<file path="src/kdt_pkg.sv">
`default_nettype none

package kdt_pkg;

    localparam int TABLE_ENTRIES = 64;
    localparam int IDX_W         = $clog2(TABLE_ENTRIES);
    localparam int CNT_W         = $clog2(TABLE_ENTRIES + 1);

    localparam int KEY_W      = 32;
    localparam int PAY_W      = 64;
    localparam int ID_W       = 16;
    localparam int COUNT_W    = 16;
    localparam int FIRST_ID_W = 15;

    localparam logic [FIRST_ID_W-1:0] FIRST_ID_RST = FIRST_ID_W'(1);
    localparam logic [COUNT_W-1:0]    COUNT_MAX    = '1;
    localparam logic [COUNT_W-1:0]    COUNT_ONE    = COUNT_W'(1);

    typedef enum logic [0:0] {
        CMD_ADD  = 1'b0,
        CMD_FIND = 1'b1
    } t_cmd;

    typedef enum logic [2:0] {
        ST_NEW      = 3'd0,
        ST_REPEAT   = 3'd1,
        ST_CONFLICT = 3'd2,
        ST_FULL     = 3'd3,
        ST_FOUND    = 3'd4,
        ST_ABSENT   = 3'd5
    } t_status;

    typedef struct packed {
        t_cmd                     command;
        logic signed [KEY_W-1:0]  key;
        logic signed [PAY_W-1:0]  payload;
    } t_in_item;

    typedef struct packed {
        t_status              status;
        logic [ID_W-1:0]      id;
        logic [COUNT_W-1:0]   count;
    } t_out_item;

    typedef struct packed {
        logic [KEY_W-1:0]   key;
        logic [PAY_W-1:0]   payload;
        logic [ID_W-1:0]    id;
        logic [COUNT_W-1:0] count;
    } t_row;

    typedef struct packed {
        logic load_item;
        logic scan_clr;
        logic scan_step;
        logic finish;
    } t_ctl_cmd;

    typedef struct packed {
        logic hit;
        logic done;
    } t_dp_stat;

endpackage

`default_nettype wire

</file>
<file path="src/kdt_ctrl.sv">
`default_nettype none

module kdt_ctrl import kdt_pkg::*; (
    input  logic     i_clk,
    input  logic     i_rst_n,
    input  logic     i_in_valid,
    output logic     o_in_ready,
    output logic     o_out_valid,
    input  logic     i_out_ready,
    input  t_dp_stat i_stat,
    output t_ctl_cmd o_cmd
);

    typedef enum logic [0:0] {
        S_IDLE,
        S_SCAN
    } t_state;

    t_state r_state;
    t_state n_state;
    logic   r_out_valid;
    logic   n_out_valid;
    logic   out_free;

    assign out_free   = !r_out_valid || i_out_ready;
    assign o_in_ready = (r_state == S_IDLE);

    always_comb begin
        o_cmd       = '0;
        n_state     = r_state;
        n_out_valid = r_out_valid && !i_out_ready;
        case (r_state)
            S_IDLE: begin
                if (i_in_valid) begin
                    o_cmd.load_item = 1'b1;
                    o_cmd.scan_clr  = 1'b1;
                    n_state         = S_SCAN;
                end
            end
            S_SCAN: begin
                if (i_stat.hit || i_stat.done) begin
                    if (out_free) begin
                        o_cmd.finish = 1'b1;
                        n_out_valid  = 1'b1;
                        n_state      = S_IDLE;
                    end
                end else begin
                    o_cmd.scan_step = 1'b1;
                end
            end
            default: begin
                n_state = S_IDLE;
            end
        endcase
    end

    always_ff @(posedge i_clk) begin
        if (!i_rst_n) begin
            r_state     <= S_IDLE;
            r_out_valid <= 1'b0;
        end else begin
            r_state     <= n_state;
            r_out_valid <= n_out_valid;
        end
    end

    assign o_out_valid = r_out_valid;

    a_finish_free: assert property (@(posedge i_clk) disable iff (!i_rst_n)
        o_cmd.finish |-> (!r_out_valid || i_out_ready))
        else $error("result overwrote an untaken beat");

    a_finish_valid: assert property (@(posedge i_clk) disable iff (!i_rst_n)
        o_cmd.finish |=> r_out_valid)
        else $error("finished result not presented");

    a_valid_source: assert property (@(posedge i_clk) disable iff (!i_rst_n)
        $rose(r_out_valid) |-> $past(o_cmd.finish))
        else $error("output valid without a finished item");

endmodule

`default_nettype wire

</file>
<file path="config.mk">
export PLATFORM = sky130hd
export DESIGN_NAME = kdt_ctrl
export DESIGN_NICKNAME = d
export VERILOG_FILES = /design/src/kdt_pkg.sv /design/src/kdt_ctrl.sv
export SDC_FILE = /design/constraint.sdc
export NUM_CORES = 1
export LEC_CHECK = 0
export BUFFER_PORTS_ARGS = -buffer_cell sky130_fd_sc_hd__buf_2
export CAP_MARGIN = 20
export CELL_PAD_IN_SITES_DETAIL_PLACEMENT = 1
export CELL_PAD_IN_SITES_GLOBAL_PLACEMENT = 2
export CORE_AREA = 8 8 45 47
export CTS_CLUSTER_SIZE = 8
export DETAILED_ROUTE_END_ITERATION = 16
export DIE_AREA = 0 0 53 55
export HOLD_SLACK_MARGIN = 0.12
export PLACE_DENSITY_LB_ADDON = 0.1
export SLEW_MARGIN = 0
export SYNTH_ARGS = -nofsm -noshare
export SYNTH_HDL_FRONTEND = slang
export SYNTH_SLANG_ARGS = --single-unit
</file>
<file path="constraint.sdc">
create_clock -name i_clk -period 1.29 [get_ports i_clk]
set_clock_uncertainty 0.1 [all_clocks]
set_input_delay 0.3225 -clock i_clk [delete_from_list [all_inputs] [get_ports i_clk]]
set_output_delay 0.3225 -clock i_clk [all_outputs]
set_load 0.02 [all_outputs]
</file>
# Yosys cells after proc, flatten, opt, wreduce, memory -nomap -nowiden
# Index checks and enable logic that the tools add are counted.
# W data, S select, Z words.
[word_totals]
reg_bits = 2
in_bits = 6
out_inout_bits = 6
[op_classes]
n_mux = 13
bitwise_logic = 1
reduce_logical = 5
[op_table]
columns = ["cell", "count"]
rows = [
  ["$mux W1", 9],
  ["$mux W2", 3],
  ["$logic_not A1 Y1", 2],
  ["$logic_or A1 B1 Y1", 2],
  ["$pmux W1 S2", 1],
  ["$logic_and A1 B1 Y1", 1],
  ["$not A1 Y1", 1],
]

# Depth between registers and ports, before layout
# Gate-level depths: netlist of the first run.
[logic_depth]
ltp_word = 5
depth_mapped = 2

# Worst setup path before layout of the first run
# OpenSTA, ideal clock, no wires.
[synth_timing]
kind = "flip-flop to output port"
from = "register r_state"
to = "output o_cmd[1] in the netlist's numbering"
arrival_ns = 0.957
required_time_ns = 0.868
setup_slack_ns = -0.090
stages_incl_launch_ff = 3
path_buffers = 0
path_cell_list = "dfxtp_1 -> inv_2 -> nor3_1"
[synth_lines]
columns = ["item", "line_no", "rtl"]
rows = [
  ["start, declared", "kdt_ctrl.sv:19", "t_state r_state;"],
  ["start signal, assigned", "kdt_ctrl.sv:62", "r_state <= n_state;"],
  ["end, declared", "kdt_ctrl.sv:11", "output t_ctl_cmd o_cmd"],
]

==> summary.md, run 1 <==
| Metric | Value |
|---|---|
| Post-synth EDFFs | `0` |
| Worst reg2reg path endpoint | `r_state` |
| Syn Area/Cell | `8.28 µm²` |
| GRT overflow | `0` |
| Crit-path slowest cell | `dfxtp_4` |
| Top-area cell type share of the netlist area | `37.2%` |
| Failing checks | `setup timing` |
| Tot Pwr | `0.000288 W` |
| Top cells by count, synth | `dfxtp_1, o21ai_0` |
| Io pins | `12` |
| Setup slack, reg-to-reg | `390 ps` |
| Main synth FF type | `dfxtp_1` |
| P_leak | `0.125 nW` |
| Clock root cell | `clkbuf_4` |
| Initial antenna violation count | `0` |
| Worst Hold Endpoint | `r_state` |
| Die H | `55 µm` |
| Die width | `53 µm` |
| Crit Reg-Reg Startpoint | `r_state` |
| FMAX | `723 MHz` |
| Post-synth net total | `19` |
| Critical Path AT | `960 ps` |
| Vias in the first global route | `157` |
| RSZ-0062 raised after global routing | `yes` |
| Clock tree sinks | `2` |
| Worst min path class | `input pin to flip-flop` |
| Maxcap violations | `0` |
| Reg2Reg Depth | `3` |
| CTS H-tree lvls | `1` |
| Synth cell types | `11` |
| Core Area | `1380 µm²` |
| Fillers | `178` |
| PnR worst setup slack | `-92.6 ps` |
| PD cells | `1110 nW/µm²` |
| Row count | `14` |
| DRC viols | `0` |
| Crit end category | `primary output` |
| Routed WL | `458 µm` |
| Worst Setup Start Kind | `flip-flop` |
| Ratio of cells with drive above 1 in the final layout | `76.7%` |
| Worst Max-Slew Pin Slew | `150 ps` |
| Min Tclk post-route | `1380 ps` |
| Dpl hpwl | `363 µm` |
| Cts hold-fix bufs | `0` |
| TritonCTS buffer count | `3` |
| Synth area leaders | `dfxtp_1, o21ai_0, and2b_2` |
| Post-synthesis cell count | `13` |
| I/O Buffers | `11` |
| Number of antenna diodes | `0` |
| GRT Overall Usage | `3.33%` |
| Peak fanout along the critical path | `5` |
| Fin Hold WS | `261 ps` |
| Count of non-filler cells in the finished layout | `46` |
| Endpoints failing setup | `4` |
| Crit Path Category | `flip-flop to primary output` |
| TritonRoute pass-1 iters | `2` |
| Fin. max-slew vios | `0` |
| Placed Cells | `42` |
| Post-route antenna net violation count | `0` |
| Setup TNS | `-235 ps` |
| CTS Buffer Depth | `2` |
| Vias per inst | `3.22` |
| Period utilization | `107%` |
| Synth Cell Area | `108 µm²` |
| CTS clk-pin slew, worst paths | `30 ps` |
| Routed vias | `148` |
| Hold path depth | `3` |
| Drt wl/cell | `9.96 µm` |
| Worst VDD drop | `0.000360 V` |
| Min-delay src | `i_rst_n` |
| 1st-iter DRT viols | `2` |
| Nets | `38` |
| Area Growth Syn to Fin | `142%` |
| Critical path required time | `870 ps` |
| CTS tree | `yes` |
| Outcome | `finished, violations left` |
| Register area share after synthesis | `37.2%` |
| First-pass GRT wire length | `614 µm` |
| Largest net degree at the start of global routing | `6` |
| Worst-Skew Late Latency | `220 ps` |
| Total die area | `2920 µm²` |
| YS warnings | `0` |
| RD Place Congestion | `0.601` |
| Slew margin rel. | `89.9%` |
| Crit path largest cell delay | `350 ps` |
| Seq cells post-synth | `2` |
| Pre-CTS setup slack | `-45.9 ps` |
| CP cell instances | `o21a_1 -> and2_4 -> buf_6` |
| Synth area leader | `dfxtp_1` |
| Starting Density | `7.78%` |
| Final Hold Violating Endpoints | `0` |
| Post-synth ARST share | `0%` |
==> layout by cell type (no fill, tap or decap) <==
master	synthesis	final
and2_4	0	1
a21oi_1	1	1
inv_2	1	1
dfxtp_4	0	1
buf_6	0	3
and2b_2	1	1
nor3_2	0	1
o21ai_0	2	2
clkbuf_4	0	3
dfxtp_1	2	1
nand2b_1	1	1
buf_2	0	7
buf_4	1	5
a21boi_1	1	1
o21a_1	1	1
==> worst max-delay path: cells and delay by family (launching register included) <==
kind | cells | cell delay, ps
flops | 1 | 350
simple gates | 1 | 140
compound gates | 1 | 140
buf+inv | 1 | 110
==> metrics by stage <==
stage / instance area, µm² / utilization (%)
final: 260 / 18.8
after global routing: 260 / 18.8
after global placement: 203 / 14.6
after floorplan: 113 / -
after detailed placement: 203 / 14.6
after CTS: 243 / 17.5
==> final cells by class <==
cell class,count,area (µm²),area share [%]
inverter,1,3.75,1.44
timing repair buffer,15,106,40.9
tap,16,20.0,7.69
sequential,2,43.8,16.8
clock buffer,3,22.5,8.65
multi-input combinational,9,63.8,24.5
==> per-layer routing <==
layer | part of all wire (%) | wire [µm] | GRT usage, % | up-vias
met5 | 0 | 0 | 0 | -
met4 | 0 | 0 | 5.17 | 0
met3 | 11 | 50 | 2.94 | 0
met2 | 55 | 253 | 4.49 | 5
met1 | 34 | 155 | 2.27 | 65
li1 | - | - | - | 78
==> worst max-delay path by stage <==
stage              start  endpoint  depth (start not counted)
2_1_floorplan    r_state  o_cmd[1]                          2
3_3_place_gp   i_stat[0]  o_cmd[0]                          4
3_5_place_dp   i_stat[0]  o_cmd[0]                          4
4_1_cts          r_state  o_cmd[0]                          3
5_1_grt          r_state  o_cmd[0]                          3
6_report         r_state  o_cmd[0]                          3
==> state kept, by name, summed over array words and instances, names as in the netlist <==
| name | cells |
|---|---|
| o_out_valid | 1 |
| r_state | 1 |
==> cells by family (layout without fill, tap and decap cells) <==
family / Yosys count / after routing / synth area share (%)
AOI/OAI and AO/OA: 5 / 5 / 27.9
buffers and inverters: 2 / 19 / 10.5
DFF: 2 / 2 / 37.2
and+or+nand+nor: 4 / 4 / 24.4
==> what timing repair did <==
| action | in CTS | in global routing |
|---|---|---|
| pin swaps | 2 | 0 |
| setup buffers | 0 | 1 |
| resized for setup | 7 | 3 |
| endpoints found under the setup margin | 4 | 4 |
==> where the power goes <==
group / internal, W / leakage [nW] / switching, W / total, W
registers: 0.0000671 / 0.0171 / 0.00000461 / 0.0000717
clock network: 0.000103 / 0.0138 / 0.0000337 / 0.000136
logic: 0.0000423 / 0.0940 / 0.0000375 / 0.0000798
total: 0.000212 / 0.125 / 0.0000758 / 0.000288
No activity file was read; power rests on OpenSTA's default activity.
==> inputs of run 2 (changes only) <==
--- a/config.mk
+++ b/config.mk
@@ -9,10 +9,11 @@
 export CAP_MARGIN = 20
 export CELL_PAD_IN_SITES_DETAIL_PLACEMENT = 1
 export CELL_PAD_IN_SITES_GLOBAL_PLACEMENT = 2
-export CORE_AREA = 8 8 45 47
+export CORE_AREA = 2 2 39 41
+export CTS_CLUSTER_DIAMETER = 150
 export CTS_CLUSTER_SIZE = 8
 export DETAILED_ROUTE_END_ITERATION = 16
-export DIE_AREA = 0 0 53 55
+export DIE_AREA = 0 0 41 43
 export HOLD_SLACK_MARGIN = 0.12
 export PLACE_DENSITY_LB_ADDON = 0.1
 export SLEW_MARGIN = 0
==> constraint.sdc (replaced) <==
create_clock -name i_clk -period 1.4 [get_ports i_clk]
set_clock_uncertainty 0.1 [all_clocks]
set_input_delay 0.35 -clock i_clk [delete_from_list [all_inputs] [get_ports i_clk]]
set_output_delay 0.35 -clock i_clk [all_outputs]
set_load 0.02 [all_outputs]
==> run 2 against run 1 <==
  * The flow still finishes with violations (setup timing)
  * Via count increased by 2.7%
  * Die area decreased by 40%
  * Sequential share of layout area unchanged
  * Sequential cell count unchanged
  * Non-clock buffer count unchanged
  * First-iteration DRC count unchanged
  * Power decreased by 7.9%
==> summary.md, run 2 (synthesis results as in run 1) <==
| Metric | Value |
|---|---|
| Routed vias | `152 (was 148)` |
| Critical Path AT | `960 ps (about the same)` |
| Worst min path class | `input pin to flip-flop (unchanged)` |
| Maxcap violations | `0 (unchanged)` |
| GRT overflow | `0 (unchanged)` |
| Fillers | `171 (was 178)` |
| Ratio of cells with drive above 1 in the final layout | `76.7% (unchanged)` |
| Critical path required time | `950 ps (was 870 ps)` |
| Crit Path Category | `flip-flop to primary output (unchanged)` |
| Switching Fraction | `26.3% (about the same)` |
| Drt wl/cell | `8.35 µm (was 9.96 µm)` |
| Post-placement cell area | `203 µm² (unchanged)` |
| Comb power frac | `27.7% (about the same)` |
| CTS Buffer Depth | `2 (unchanged)` |
| Io pins | `12 (unchanged)` |
| Failing checks | `setup timing (unchanged)` |
| Commonest non-fill, non-tap cells in the layout | `buf_2, buf_4, clkbuf_4, buf_6, o21ai_0 (unchanged)` |
| Peak fanout along the critical path | `5 (unchanged)` |
| Clock power frac | `47.5% (was 47.3%)` |
| Vias in the first global route | `182 (was 157)` |
| 1st-iter DRT viols | `2 (unchanged)` |
| Area Growth Syn to Fin | `142% (unchanged)` |
| Vias per inst | `3.30 (was 3.22)` |
| Die width | `41 µm (was 53 µm)` |
| Row count | `14 (unchanged)` |
| Worst Setup Start Kind | `flip-flop (unchanged)` |
| Int Pwr | `0.000195 W (was 0.000212 W)` |
| DRC viols | `0 (unchanged)` |
| RD Place Congestion | `0.586 (was 0.601)` |
| Period utilization | `101%` |
| Clock root cell | `clkbuf_4 (unchanged)` |
| Count of non-filler cells in the finished layout | `46 (unchanged)` |
| CTS tree | `yes (unchanged)` |
| Die H | `43 µm (was 55 µm)` |
| Final cell utilization of the core | `18.8% (unchanged)` |
| Core Area | `1380 µm² (unchanged)` |
| Setup TNS | `-7.74 ps (was -235 ps)` |
| RSZ-0062 raised after global routing | `yes (unchanged)` |
| First-pass GRT wire length | `690 µm (was 614 µm)` |
| Placed Cells | `42 (unchanged)` |
| Largest net degree at the start of global routing | `6 (unchanged)` |
| CTS H-tree lvls | `1 (unchanged)` |
| P_leak | `0.125 nW (unchanged)` |
| Outcome | `finished, violations left (unchanged)` |
| I/O Buffers | `11 (unchanged)` |
| Worst Max-Slew Pin Slew | `162 ps (was 150 ps)` |
| Cts hold-fix bufs | `0 (unchanged)` |
| Psw | `0.0000697 W (was 0.0000758 W)` |
| Endpoints failing setup | `1 (was 4)` |
| Layout Cell Area excl Fill | `260 µm² (unchanged)` |
| Clock tree sinks | `2 (unchanged)` |
| PnR worst setup slack | `-7.74 ps (was -92.6 ps)` |
| Worst-Skew Late Latency | `220 ps (about the same)` |
| CTS clk-pin slew, worst paths | `30 ps (about the same)` |
| Min Tclk post-route | `1410 ps` |
| Starting Density | `7.78% (unchanged)` |
| Proportion of power drawn by flip-flops and latches | `24.8% (was 24.9%)` |
| TritonCTS buffer count | `3 (unchanged)` |
| TritonRoute pass-1 iters | `4 (was 2)` |
| Total die area | `1760 µm² (was 2920 µm²)` |
| PD cells | `1020 nW/µm² (was 1110 nW/µm²)` |
| Number of antenna diodes | `0 (unchanged)` |
| FMAX | `710 MHz` |
| Post-route antenna net violation count | `0 (unchanged)` |
| Dpl hpwl | `315 µm (was 363 µm)` |
| Worst VDD drop | `0.000372 V (was 0.000360 V)` |
| Commonest non-fill, non-tap cell in the layout | `buf_2 (unchanged)` |
| Crit end category | `primary output (unchanged)` |
| Nets | `38 (unchanged)` |
| GRT Overall Usage | `6.41% (was 3.33%)` |
| Slew margin rel. | `89.1% (was 89.9%)` |
| Routed WL | `384 µm (was 458 µm)` |
| Final Hold Violating Endpoints | `0 (unchanged)` |
| Initial antenna violation count | `0 (unchanged)` |
| Fin. max-slew vios | `0 (unchanged)` |
[run 2: path summary, 6_finish.rpt]
| check | startpoint | slack [ps] | depth (start not counted) | to |
|---|---|---|---|---|
| max | r_state | -8 | 3 | o_cmd[0] |
| min | i_rst_n | 290 | 3 | r_state |
| max reg2reg | r_state | 510 | 3 | r_state |
| min reg2reg | r_state | 450 | 2 | o_out_valid |
[run 2: cell type report]
cell class / instances / area (µm²) / share of cell area, %
sequential: 2 / 43.8 / 16.8
tap: 16 / 20.0 / 7.69
timing repair buffer: 15 / 106 / 40.9
multi-input combinational: 9 / 63.8 / 24.5
clock buffer: 3 / 22.5 / 8.65
inverter: 1 / 3.75 / 1.44
[run 2: power by group through the flow]
stage | Combinational (W) | Sequential, W | Clock (W)
after floorplan | 0.0000315 | 0.0000681 | 0
after global placement | 0.0000586 | 0.0000669 | 0
after detailed placement | 0.0000595 | 0.0000669 | 0
after CTS | 0.0000747 | 0.0000661 | 0.000136
after global routing | 0.0000796 | 0.0000674 | 0.000143
final | 0.0000733 | 0.0000657 | 0.000126
[run 2: critical path, cell delays in order (launching register included)]
cell	delay [ps]
dfxtp_4	350
o21a_1	140
and2_4	140
buf_6	100
[run 2: timing repair]
action,CTS,global route
gates cloned,0,0
resized for setup,10,0
setup endpoints to repair,4,3
pin swaps,2,0
setup buffers,1,0
[run 2: per-stage QoR]
stage               power (W)  setup WS (ps)  hold slack, ps
CTS                  0.000277          -31.2             284
floorplan           0.0000996            155             388
detailed placement   0.000126          -2.15             468
global route         0.000290          -80.6             296
global placement     0.000125          -1.23             471
finish               0.000265          -7.74             291
[run 2: layer usage]
| layer | GRT usage, % | wire (µm) | up-vias |
|---|---|---|---|
| met5 | 0 | 0 | - |
| met4 | 8.00 | 0 | 0 |
| met3 | 3.14 | 29 | 0 |
| met2 | 9.06 | 215 | 5 |
| met1 | 5.41 | 139 | 69 |
| li1 | - | - | 78 |
